$ cat src/design/mh_pkg.sv
// mh_pkg: shared types and constants for the magnetometer heading block.
// Holds the payload structs, the classified queue word and the arctangent table.
// No dependencies.
`timescale 1ns / 1ps

package mh_pkg;

  localparam int AXIS_W     = 16;
  localparam int MAG_W      = 17;   // |axis| reaches 32768
  localparam int PRESHIFT   = 14;
  localparam int CXY_W      = 34;   // CORDIC x/y, signed, with gain headroom
  localparam int ANG_W      = 32;   // angle accumulator, signed
  localparam int THETA_W    = 30;   // clamped first-quadrant angle
  localparam int SUM_W      = 33;   // quadrant-corrected total plus rounding half
  localparam int FRAC_BITS  = 16;
  localparam int RND_W      = SUM_W - FRAC_BITS;
  localparam int TABLE_LEN  = 24;
  localparam int QUEUE_DEPTH = 2;

  // Angles in hundredths of a degree times 65536
  localparam logic [ANG_W-1:0] DEG90   = 32'd589824000;
  localparam logic [SUM_W-1:0] DEG180  = 33'd1179648000;
  localparam logic [SUM_W-1:0] DEG360  = 33'd2359296000;
  localparam logic [SUM_W-1:0] HALF_LSB = 33'd32768;
  localparam logic [RND_W-1:0] FULL_TURN = 17'd36000;

  typedef struct packed {
    logic signed [AXIS_W-1:0] axis_x;
    logic signed [AXIS_W-1:0] axis_z;
    logic signed [AXIS_W-1:0] axis_y;
  } in_t;

  typedef struct packed {
    logic [AXIS_W-1:0]        heading;
    logic signed [AXIS_W-1:0] out_x;
    logic signed [AXIS_W-1:0] out_y;
    logic signed [AXIS_W-1:0] out_z;
  } out_t;

  // Per-sample info that rides along the angle pipeline
  typedef struct packed {
    logic zero;    // X = Y = 0
    logic x_neg;
    logic y_neg;
    in_t  axes;
  } meta_t;

  // Word moved from the front part to the back part
  typedef struct packed {
    meta_t            meta;
    logic [MAG_W-1:0] mag_x;
    logic [MAG_W-1:0] mag_y;
  } cls_t;

  // atan(2^-i) in hundredths of a degree times 65536
  function automatic logic [ANG_W-1:0] atan_entry(input int unsigned i);
    logic [ANG_W-1:0] v;
    unique case (i)
      0:  v = 32'd294912000;
      1:  v = 32'd174096719;
      2:  v = 32'd91987925;
      3:  v = 32'd46694507;
      4:  v = 32'd23437865;
      5:  v = 32'd11730358;
      6:  v = 32'd5866610;
      7:  v = 32'd2933484;
      8:  v = 32'd1466764;
      9:  v = 32'd733384;
      10: v = 32'd366693;
      11: v = 32'd183346;
      12: v = 32'd91673;
      13: v = 32'd45837;
      14: v = 32'd22918;
      15: v = 32'd11459;
      16: v = 32'd5730;
      17: v = 32'd2865;
      18: v = 32'd1432;
      19: v = 32'd716;
      20: v = 32'd358;
      21: v = 32'd179;
      22: v = 32'd90;
      23: v = 32'd45;
      default: v = '0;
    endcase
    return v;
  endfunction

endpackage

$ cat src/design/magnetometer_heading.sv
// magnetometer_heading: top level; front classifier, queue and CORDIC back end.
// Depends on mh_pkg, mh_front, mh_queue, mh_back.
`timescale 1ns / 1ps

// Compass heading from one magnetometer sample. Drive sample and raise start;
// the word is taken on a clock edge where busy is low. One sample can be taken
// every cycle: the back end is a fully unrolled CORDIC pipeline with one stage
// per iteration, and it never stalls, so busy stays low in steady use. Each
// result appears on result for one cycle with done high, after its sample has passed
// the front register, the queue, the CORDIC load register, ANGLE_ITERATIONS CORDIC
// stages, and the clamp, fix-up/round and output registers. The receiver cannot
// hold results off. heading is in hundredths of a degree, 0 to 35999, measured as
// atan2(X, Y); X = Y = 0 gives 0.

module magnetometer_heading import mh_pkg::*; #(
  parameter int ANGLE_ITERATIONS = 16
) (
  input  logic clk,
  input  logic rst,
  input  logic start,
  input  in_t  sample,
  output logic busy,
  output logic done,
  output out_t result
);

  logic push;
  cls_t push_word;
  logic q_full;
  logic q_empty;
  logic pop;
  cls_t head;

  mh_front u_front (
    .clk       (clk),
    .rst       (rst),
    .start     (start),
    .sample    (sample),
    .busy      (busy),
    .push      (push),
    .push_word (push_word),
    .q_full    (q_full)
  );

  mh_queue u_queue (
    .clk       (clk),
    .rst       (rst),
    .push      (push),
    .push_word (push_word),
    .pop       (pop),
    .head      (head),
    .empty     (q_empty),
    .full      (q_full)
  );

  mh_back #(
    .ANGLE_ITERATIONS (ANGLE_ITERATIONS)
  ) u_back (
    .clk     (clk),
    .rst     (rst),
    .q_empty (q_empty),
    .head    (head),
    .pop     (pop),
    .done    (done),
    .result  (result)
  );

endmodule

$ cat src/design/mh_front.sv
// mh_front: takes a sample word, classifies it (quadrant, magnitudes, zero)
// and hands it to the queue. Depends on mh_pkg.
`timescale 1ns / 1ps

module mh_front import mh_pkg::*; (
  input  logic clk,
  input  logic rst,
  input  logic start,
  input  in_t  sample,
  output logic busy,
  output logic push,
  output cls_t push_word,
  input  logic q_full
);

  logic f_valid;
  cls_t f_word;
  logic ready;
  logic take;

  cls_t cls_next;
  logic signed [MAG_W-1:0] sx;
  logic signed [MAG_W-1:0] sy;

  assign push  = f_valid && !q_full;
  assign ready = !f_valid || push;
  assign busy  = !ready;
  assign take  = start && ready;
  assign push_word = f_word;

  always_comb begin
    sx = {sample.axis_x[AXIS_W-1], sample.axis_x};
    sy = {sample.axis_y[AXIS_W-1], sample.axis_y};
    cls_next.meta.axes  = sample;
    cls_next.meta.x_neg = sample.axis_x[AXIS_W-1];
    cls_next.meta.y_neg = sample.axis_y[AXIS_W-1];
    cls_next.meta.zero  = (sample.axis_x == '0) && (sample.axis_y == '0);
    cls_next.mag_x = sx[MAG_W-1] ? MAG_W'(-sx) : MAG_W'(sx);
    cls_next.mag_y = sy[MAG_W-1] ? MAG_W'(-sy) : MAG_W'(sy);
  end

  always_ff @(posedge clk) begin
    if (rst) begin
      f_valid <= 1'b0;
    end else if (ready) begin
      f_valid <= take;
    end
  end

  always_ff @(posedge clk) begin
    if (take) begin
      f_word <= cls_next;
    end
  end

endmodule

$ cat src/design/mh_queue.sv
// mh_queue: short FIFO between the front and back parts.
// Flop storage, head word visible combinationally. Depends on mh_pkg.
`timescale 1ns / 1ps

module mh_queue import mh_pkg::*; (
  input  logic clk,
  input  logic rst,
  input  logic push,
  input  cls_t push_word,
  input  logic pop,
  output cls_t head,
  output logic empty,
  output logic full
);

  localparam int PTR_W = $clog2(QUEUE_DEPTH);
  localparam int CNT_W = $clog2(QUEUE_DEPTH + 1);

  cls_t             slots [QUEUE_DEPTH];
  logic [PTR_W-1:0] wr_ptr;
  logic [PTR_W-1:0] rd_ptr;
  logic [CNT_W-1:0] count;
  logic             do_push;
  logic             do_pop;

  assign empty   = (count == '0);
  assign full    = (count == CNT_W'(QUEUE_DEPTH));
  assign do_push = push && !full;
  assign do_pop  = pop && !empty;
  assign head    = slots[rd_ptr];

  function automatic logic [PTR_W-1:0] bump(input logic [PTR_W-1:0] p);
    return (p == PTR_W'(QUEUE_DEPTH - 1)) ? '0 : p + 1'b1;
  endfunction

  always_ff @(posedge clk) begin
    if (rst) begin
      wr_ptr <= '0;
      rd_ptr <= '0;
      count  <= '0;
    end else begin
      if (do_push) wr_ptr <= bump(wr_ptr);
      if (do_pop)  rd_ptr <= bump(rd_ptr);
      unique case ({do_push, do_pop})
        2'b10:   count <= count + 1'b1;
        2'b01:   count <= count - 1'b1;
        default: count <= count;
      endcase
    end
  end

  always_ff @(posedge clk) begin
    if (do_push) begin
      slots[wr_ptr] <= push_word;
    end
  end

endmodule

$ cat src/design/mh_back.sv
// mh_back: unrolled vectoring CORDIC, clamp, quadrant fix-up, rounding and wrap.
// Drains the queue every cycle; results leave on a one-cycle strobe. Depends on mh_pkg.
`timescale 1ns / 1ps

module mh_back import mh_pkg::*; #(
  parameter int ANGLE_ITERATIONS = 16
) (
  input  logic clk,
  input  logic rst,
  input  logic q_empty,
  input  cls_t head,
  output logic pop,
  output logic done,
  output out_t result
);

  localparam int N = ANGLE_ITERATIONS;

  // CORDIC stage registers; index 0 is the loaded word
  logic                    s_valid [N+1];
  meta_t                   s_meta  [N+1];
  logic signed [CXY_W-1:0] cx      [N+1];
  logic signed [CXY_W-1:0] cy      [N+1];
  logic signed [ANG_W-1:0] cz      [N+1];

  // clamp stage
  logic               c_valid;
  meta_t              c_meta;
  logic [THETA_W-1:0] c_theta;

  // fix-up and rounding stage
  logic             r_valid;
  meta_t            r_meta;
  logic [RND_W-1:0] r_round;

  logic [THETA_W-1:0] theta_next;
  logic [SUM_W-1:0]   sum_next;
  logic [RND_W-1:0]   wrapped;

  assign pop = !q_empty;

  always_ff @(posedge clk) begin
    if (rst) begin
      s_valid[0] <= 1'b0;
    end else begin
      s_valid[0] <= pop;
    end
  end

  always_ff @(posedge clk) begin
    s_meta[0] <= head.meta;
    cx[0] <= $signed({{(CXY_W-MAG_W-PRESHIFT){1'b0}}, head.mag_y, {PRESHIFT{1'b0}}});
    cy[0] <= $signed({{(CXY_W-MAG_W-PRESHIFT){1'b0}}, head.mag_x, {PRESHIFT{1'b0}}});
    cz[0] <= '0;
  end

  for (genvar i = 0; i < N; i++) begin : g_iter
    localparam logic signed [ANG_W-1:0] STEP = $signed(atan_entry(i));
    logic signed [CXY_W-1:0] xs;
    logic signed [CXY_W-1:0] ys;

    assign xs = cx[i] >>> i;
    assign ys = cy[i] >>> i;

    always_ff @(posedge clk) begin
      if (rst) begin
        s_valid[i+1] <= 1'b0;
      end else begin
        s_valid[i+1] <= s_valid[i];
      end
    end

    always_ff @(posedge clk) begin
      s_meta[i+1] <= s_meta[i];
      if (!cy[i][CXY_W-1]) begin
        cx[i+1] <= cx[i] + ys;
        cy[i+1] <= cy[i] - xs;
        cz[i+1] <= cz[i] + STEP;
      end else begin
        cx[i+1] <= cx[i] - ys;
        cy[i+1] <= cy[i] + xs;
        cz[i+1] <= cz[i] - STEP;
      end
    end
  end

  // clamp to [0, 90 deg]
  always_comb begin
    if (cz[N][ANG_W-1]) begin
      theta_next = '0;
    end else if ($unsigned(cz[N]) > DEG90) begin
      theta_next = THETA_W'(DEG90);
    end else begin
      theta_next = cz[N][THETA_W-1:0];
    end
  end

  // quadrant fix-up with the rounding half folded in
  always_comb begin
    unique case ({c_meta.x_neg, c_meta.y_neg})
      2'b00:   sum_next = HALF_LSB + SUM_W'(c_theta);
      2'b01:   sum_next = DEG180 + HALF_LSB - SUM_W'(c_theta);
      2'b11:   sum_next = DEG180 + HALF_LSB + SUM_W'(c_theta);
      default: sum_next = DEG360 + HALF_LSB - SUM_W'(c_theta);
    endcase
  end

  assign wrapped = (r_round >= FULL_TURN) ? r_round - FULL_TURN : r_round;

  always_ff @(posedge clk) begin
    if (rst) begin
      c_valid <= 1'b0;
      r_valid <= 1'b0;
      done    <= 1'b0;
    end else begin
      c_valid <= s_valid[N];
      r_valid <= c_valid;
      done    <= r_valid;
    end
  end

  always_ff @(posedge clk) begin
    c_meta  <= s_meta[N];
    c_theta <= theta_next;
    r_meta  <= c_meta;
    r_round <= sum_next[SUM_W-1:FRAC_BITS];
    result.heading <= r_meta.zero ? '0 : AXIS_W'(wrapped);
    result.out_x   <= r_meta.axes.axis_x;
    result.out_y   <= r_meta.axes.axis_y;
    result.out_z   <= r_meta.axes.axis_z;
  end

  a_heading_range: assert property (@(posedge clk) disable iff (rst)
    done |-> (result.heading < AXIS_W'(36000)))
    else $error("heading out of range");

  a_zero_heading: assert property (@(posedge clk) disable iff (rst)
    done && (result.out_x == '0) && (result.out_y == '0) |-> (result.heading == '0))
    else $error("zero vector gave nonzero heading");

  a_x_positive: assert property (@(posedge clk) disable iff (rst)
    s_valid[N] |-> !cx[N][CXY_W-1])
    else $error("CORDIC x went negative");

  a_drain: assert property (@(posedge clk) disable iff (rst)
    c_valid |=> r_valid)
    else $error("result lost between clamp and rounding");

endmodule

$ cat config.mk
export PLATFORM = sky130hd
export DESIGN_NAME = magnetometer_heading
export DESIGN_NICKNAME = d
export VERILOG_FILES = /design/src/design/mh_pkg.sv /design/src/design/magnetometer_heading.sv /design/src/design/mh_front.sv /design/src/design/mh_queue.sv /design/src/design/mh_back.sv
export SDC_FILE = /design/constraint.sdc
export NUM_CORES = 2
export LEC_CHECK = 0
export BUFFER_PORTS_ARGS = -buffer_cell sky130_fd_sc_hd__buf_2
export CAP_MARGIN = 20
export CORE_AREA = 5 5 574 576
export DETAILED_ROUTE_END_ITERATION = 10
export DIE_AREA = 0 0 579 581
export GPL_ROUTABILITY_DRIVEN = 0
export PLACE_DENSITY_LB_ADDON = 0.25
export SLEW_MARGIN = 20
export SYNTH_ARGS = -nofsm -noshare
export SYNTH_HDL_FRONTEND = slang
export SYNTH_HIERARCHICAL = 1
export SYNTH_SLANG_ARGS = --single-unit
$ cat constraint.sdc
create_clock -name clk -period 4.4 [get_ports clk]
set_input_delay 0.22 -clock clk [delete_from_list [all_inputs] [get_ports clk]]
set_output_delay 0.22 -clock clk [all_outputs]
set_load 0.01 [all_outputs]
Word level (Yosys, flattened, before mapping)
Memory sizes are Yosys's and may differ from the RTL's. A register that Yosys moved wholly into a read port is not among the register bits. Index checks and enable logic that the tools add are counted.

Register bits after elaboration: 252. Latch bits: 0. Bits in writable memories: 2754. Bits in read-only memories: 0. Bits of input ports: 51. Output and inout bits: 66. Memories kept: 6.

Memories: u_back.s_meta (words 17, width 51, rd ports 17, clocked after Yosys merged registers in 1, wr ports 17, line mh_back.sv:21) `meta_t s_meta [N+1];`; u_back.cx (words 17, width 34, rd ports 16, clocked after Yosys merged registers in 0, wr ports 17, line mh_back.sv:22) `logic signed [CXY_W-1:0] cx [N+1];`; u_back.cy (words 17, width 34, rd ports 16, clocked after Yosys merged registers in 0, wr ports 17, line mh_back.sv:23) `logic signed [CXY_W-1:0] cy [N+1];`; u_back.cz (words 17, width 32, rd ports 17, clocked after Yosys merged registers in 0, wr ports 17, line mh_back.sv:24) `logic signed [ANG_W-1:0] cz [N+1];`; u_queue.slots (words 2, width 85, rd ports 1, clocked after Yosys merged registers in 1, wr ports 1, line mh_queue.sv:19) `cls_t slots [QUEUE_DEPTH];`; u_back.s_valid (words 17, width 1, rd ports 17, clocked after Yosys merged registers in 1, wr ports 17, line mh_back.sv:20) `logic s_valid [N+1];`.

$add $sub $neg: 106. $mul: 0. Div/mod/pow operators: 0. $lt $le $gt $ge: 2. Equal/unequal tests: 5. Shift-type cells: 0. Mux-type cells: 112. Bitwise gates (word level): 65. Reduce and logical (&&, ||, !) cells: 15.

Operator list (number): 34-bit two-way mux (32); 32-bit two-way mux (16); 33-bit one-hot mux with 3 select lines (1); 34-bit by 19-bit adder with 34-bit output (2); 34-bit by 20-bit adder with 34-bit output (2); 34-bit by 21-bit adder with 34-bit output (2); 34-bit by 22-bit adder with 34-bit output (2); 34-bit by 23-bit adder with 34-bit output (2); 34-bit by 24-bit adder with 34-bit output (2); 34-bit by 25-bit adder with 34-bit output (2); 34-bit by 26-bit adder with 34-bit output (2); 34-bit by 27-bit adder with 34-bit output (2); 34-bit by 28-bit adder with 34-bit output (2); 34-bit by 29-bit adder with 34-bit output (2); 34-bit by 30-bit adder with 34-bit output (2); 34-bit by 31-bit adder with 34-bit output (2); 34-bit by 32-bit adder with 34-bit output (2); 34-bit by 33-bit adder with 34-bit output (2); 34-bit by 19-bit subtractor with 34-bit output (2); 34-bit by 20-bit subtractor with 34-bit output (2); 34-bit by 21-bit subtractor with 34-bit output (2); 34-bit by 22-bit subtractor with 34-bit output (2); 34-bit by 23-bit subtractor with 34-bit output (2); 34-bit by 24-bit subtractor with 34-bit output (2); 69 further kinds (214).

Logic depth before layout (Yosys ltp)
Depth in word-level cells: 6. Mapped depth: 22. Gate-level depth less buffers: 21.

Hierarchy
The synthesis kept the hierarchy.

Modules (own cells, without submodules): mh_back (times used 1, cells each 12752, area an instance 119522.1 µm², seq. area each 47986.0 µm²); mh_queue (times used 1, cells each 290, area an instance 6343.6 µm², seq. area each 5205.0 µm²); mh_front (times used 1, cells each 185, area an instance 3153.0 µm², seq. area each 2452.4 µm²).

Worst setup path before layout
Ideal clock, no wire load.

Path type: flip-flop to flip-flop. Start: reg u_queue.count[0]. End: reg u_front.f_word, in the netlist u_front/push_word[10], enable pin. Setup time: 530 ps. Arrival time: 4383 ps. Data required time: 3870 ps. Slack: -513 ps. Cell stages (with the launch flop): 5. Buffers on the path: 0. Period minus slack after synthesis: 4913 ps. Cells stage by stage: dfxtp_1 > nand2b_2 > inv_2 > and2_1 > nor2b_1.

Longest elaborated chain between the ends: 5.

Ends and longest elaborated chain: start, declared (line mh_queue.sv:22) `logic [CNT_W-1:0] count;`; start signal, assigned (line mh_queue.sv:45) `2'b10: count <= count + 1'b1;`; start signal, assigned (line mh_queue.sv:46) `2'b01: count <= count - 1'b1;`; start signal, assigned (line mh_queue.sv:47) `default: count <= count;`; 2-bit equality test (line mh_queue.sv:27) `assign full = (count == CNT_W'(QUEUE_DEPTH));`; named net q_full (line magnetometer_heading.sv:29) `logic q_full;`; 1-bit zero test (line mh_front.sv:25) `assign push = f_valid && !q_full;`; 1-bit logical AND (line mh_front.sv:25); 1-bit logical OR (line mh_front.sv:26) `assign ready = !f_valid || push;`; 1-bit logical AND (line mh_front.sv:28) `assign take = start && ready;`; named net u_front.take (line mh_front.sv:19) `logic take;`; end signal, assigned (line mh_front.sv:52) `f_word <= cls_next;`; end, declared (line mh_front.sv:17) `cls_t f_word;`.

The timed path passes the listed nets, and every way through them passes these cells. A chain may end at the register's enable or synchronous reset.

==> key figures <==
Timing
  – Crit path time final: ~4.3 ns
  – Final Max Tran Viols: 0
  – Slew margin rel.: 27.5%
  – Max Clock Freq: approximately 230 MHz
  – Hold Fails Final Rpt: 0
  – Setup_tns: 0 ns
  – Final setup margin: between 0.1 and 0.15 ns
  – Clk_skew: 0.0589 ns
  – Final setup viols: 0
  – Worst-Margin Slew: between 1 and 1.5 ns
  – RSZ-0062 raised after global routing: yes
  – Tcrit/Tclk final: 97.4%

Floorplan
  – DIE HEIGHT: around 580 um
  – Core area: around 320000 sq um
  – Initial core utilization: between 30% and 40%
  – Standard-cell row count: roughly 210
  – Ports: ~120
  – Die Wd: 579 um
  – Die ar.: between 300000 and 400000 sq um

Setup path
  – Max Fanout on Critical Path: 5
  – Worst Path Arrival: a little over 5 ns
  – Critical Path RT: about 5.2 ns
  – Critical setup path kind: reg2reg
  – Crit end category: register
  – Critical path launch point type: register

Yosys
  – Unique masters post-synth: approximately 120
  – Part of the Yosys area used for sequential elements: 43.1%
  – Top post-synthesis cells by area: dfxtp_1 (37%), ha_1 (12%), xnor2_1 (7.5%)
  – Synth Flop Type: dfxtp_1
  – Cell Area, Synth: approximately 130000 sq um
  – Post-synth top area share: approximately 37%
  – Asr flop ratio synth: 0%
  – Number of flops mapped to enable cells by yosys: between 200 and 300
  – Seq cells post-synth: approximately 2700
  – Synth area leader: dfxtp_1
  – Syn Inst Count: 13200
  – Warnings from Yosys: 6
  – Syn avg cell area: a little under 10 sq um

Drt
  – Via count: 93800
  – Antenna Nets Post-Route: 0
  – Wire per inst: ~16 um
  – Initial DRC Count: roughly 5000
  – Post-Route WL: roughly 300 mm
  – Vias per cell: 5.08
  – DRC: 0
  – DRT Pass-1 Iters: 6

Clock network
  – CTS tree: yes
  – Root Buffer: clkbuf_16
  – Clock sink count: ~2700
  – CTS Buffer Depth: 4
  – CTS buffer count: between 200 and 300
  – Clock latency at the later pin of the worst-skew pair: 0.89 ns
  – CTS H-Tree Depth: 5
  – CTS clock-pin slew for the worst setup and hold paths: 0.06 ns

Place
  – # port buffers: about 120
  – DP Wirelength: between 200 and 250 mm
  – Pre-CTS worst setup slack: -0.0459 ns

Flow run
  – MaxCap Viol Count: 0

Global routing
  – Initial antenna violation count: 7
  – Vias in the first global route: around 91000
  – GRT overflow: 0
  – GRT Total Usage: between 10% and 20%
  – Pin count of the biggest net entering global routing: between 80 and 90
  – First-pass GRT wire length: 474 mm

Run status
  – Outcome: complete, no violations

Cells and area
  – Core Util, Final: 46.0%
  – Fill cell count: around 30000
  – # nets final: approximately 15000
  – Share of cells above drive strength 1: 9.46%
  – Layout area overhead: 15.2%
  – Sequential standard cell area: between 50000 and 60000 sq um
  – Multi-input logic area: approximately 71000 sq um

Hold path
  – Hold Crit Class: in2reg
-- logic make-up after synthesis --
kind of cell,synth area share (%)
buffers and inverters,2.12
AND/OR/NAND/NOR,12.6
adder cells (fa/ha/maj),12.7
XOR/XNOR,11.5
flip-flops,43.1
multiplexers,1.17
other,0.00582
AO/OA/AOI/OAI,16.8
-- synth_stat cells (all sizes together), types with 22 or more instances --
| cell | number |
|---|---|
| o41ai | 56 |
| dfxtp | 2403 |
| fa | 34 |
| nor2b | 208 |
| nand3 | 174 |
| nor3 | 311 |
| a31oi | 159 |
| edfxtp | 251 |
| o21ai | 562 |
| a221o | 23 |
| o21bai | 155 |
| o211ai | 45 |
| a21boi | 27 |
| nor4b | 35 |
| a211oi | 84 |
| o31ai | 57 |
| nor2 | 1186 |
| a31o | 30 |
| ha | 1256 |
| a21oi | 1234 |
| inv | 525 |
| o21a | 173 |
| or2 | 44 |
| a21o | 473 |
| buf | 41 |
| nor4 | 116 |
| and3 | 106 |
| mux2 | 114 |
| xnor2 | 1101 |
| nand2b | 180 |
| o22ai | 25 |
| xor2 | 586 |
| and2 | 99 |
| o31a | 26 |
| clkbuf | 145 |
| or4 | 34 |
| nand3b | 22 |
| nand2 | 586 |
| a211o | 44 |
| nand4 | 89 |
| nor3b | 23 |
| or3 | 72 |
-- flip-flops by register name (all words and copies together) (netlist names), named ones only --
signal             count
u_back/cy            439
u_front/f_valid        1
u_back/r_round        16
u_back/c_meta         51
u_back/c_theta        29
u_back/cx            427
u_queue/wr_ptr         1
u_front/push_word     81
u_back/r_valid         1
u_queue/count          2
u_queue/slots        170
u_back/r_meta         49
u_back/result         64
u_back/s_meta        867
u_back/done            1
u_back/cz            435
u_back/s_valid        17
u_queue/rd_ptr         1
u_back/c_valid         1
-- routing by layer --
layer | GRT usage (%) | routed length (um) | vias up
li1 | - | - | 48500
met1 | 21.5 | 131000 | 43100
met2 | 29.6 | 142000 | 1677
met3 | 1.96 | 11400 | 566
met4 | 5.92 | 10400 | 0
met5 | 0 | 0 | -
-- stage by stage --
step                hold slack [ns]  cell area, sq um  instances
floorplan                     0.289            129000      13200
global placement              0.310            137000      17900
detailed placement            0.312            137000      17900
CTS                          0.0306            148000      18500
global route                 0.0605            149000      18500
finish                        0.106            149000      18500
-- final cells by class --
cell class              instances  share of cell area (%)
clock buffers                 385                    5.45
multi-input cells            9858                    47.9
diodes                          1                 0.00168
well taps                    4325                    3.64
flip-flops and latches       2654                    37.5
clock inverters               130                    1.34
inverters                     530                    1.34
repair buffers                584                    2.90
-- repair_timing --
| action | CTS | global route |
|---|---|---|
| setup endpoints to repair | 2 | 91 |
| buffers inserted | 0 | 3 |
| hold endpoints to repair | 133 | 0 |
| hold buffers | 68 | 0 |
| gates resized for setup | 2 | 96 |
| pin swaps | 0 | 6 |
-- final timing paths --
check             slack [ns]                  from                     to  cells past startpoint
hold reg to reg         0.29  u_back/s_meta[4][30]   u_back/s_meta[5][30]                      0
setup reg to reg        0.12     u_back/cx[12][21]      u_back/cy[13][32]                     15
setup / recovery        0.12     u_back/cx[12][21]      u_back/cy[13][32]                     15
hold / removal          0.11            sample[32]  u_front/push_word[66]                      2
-- critical path: stages (launching register included) --
cell and delay [ns]:
dfxtp_1 0.34, or4_1 0.61, nor4_4 0.29, nand2b_1 0.18
o41ai_2 0.26, xnor2_1 0.16, ha_1 0.31, a21o_1 0.22
a311oi_1 0.37, o41ai_2 0.17, a31oi_1 0.29, o221ai_1 0.21
o2111ai_1 0.31, a31oi_1 0.19, mux2i_1 0.18, nand3_1 0.08
-- placed cells by master (no fill, tap or decap), drive strengths merged, types with 516 or more instances in the layout --
master / count
xnor2: 1101
dfxtp: 2403
nor2: 1186
o21ai: 562
a21oi: 1234
ha: 1256
inv: 546
xor2: 586
nand2: 586
buf: 516
Power is left out: the tool's default activity adds up to more than one toggle a clock period on the data nets, which glitch-free logic cannot reach.
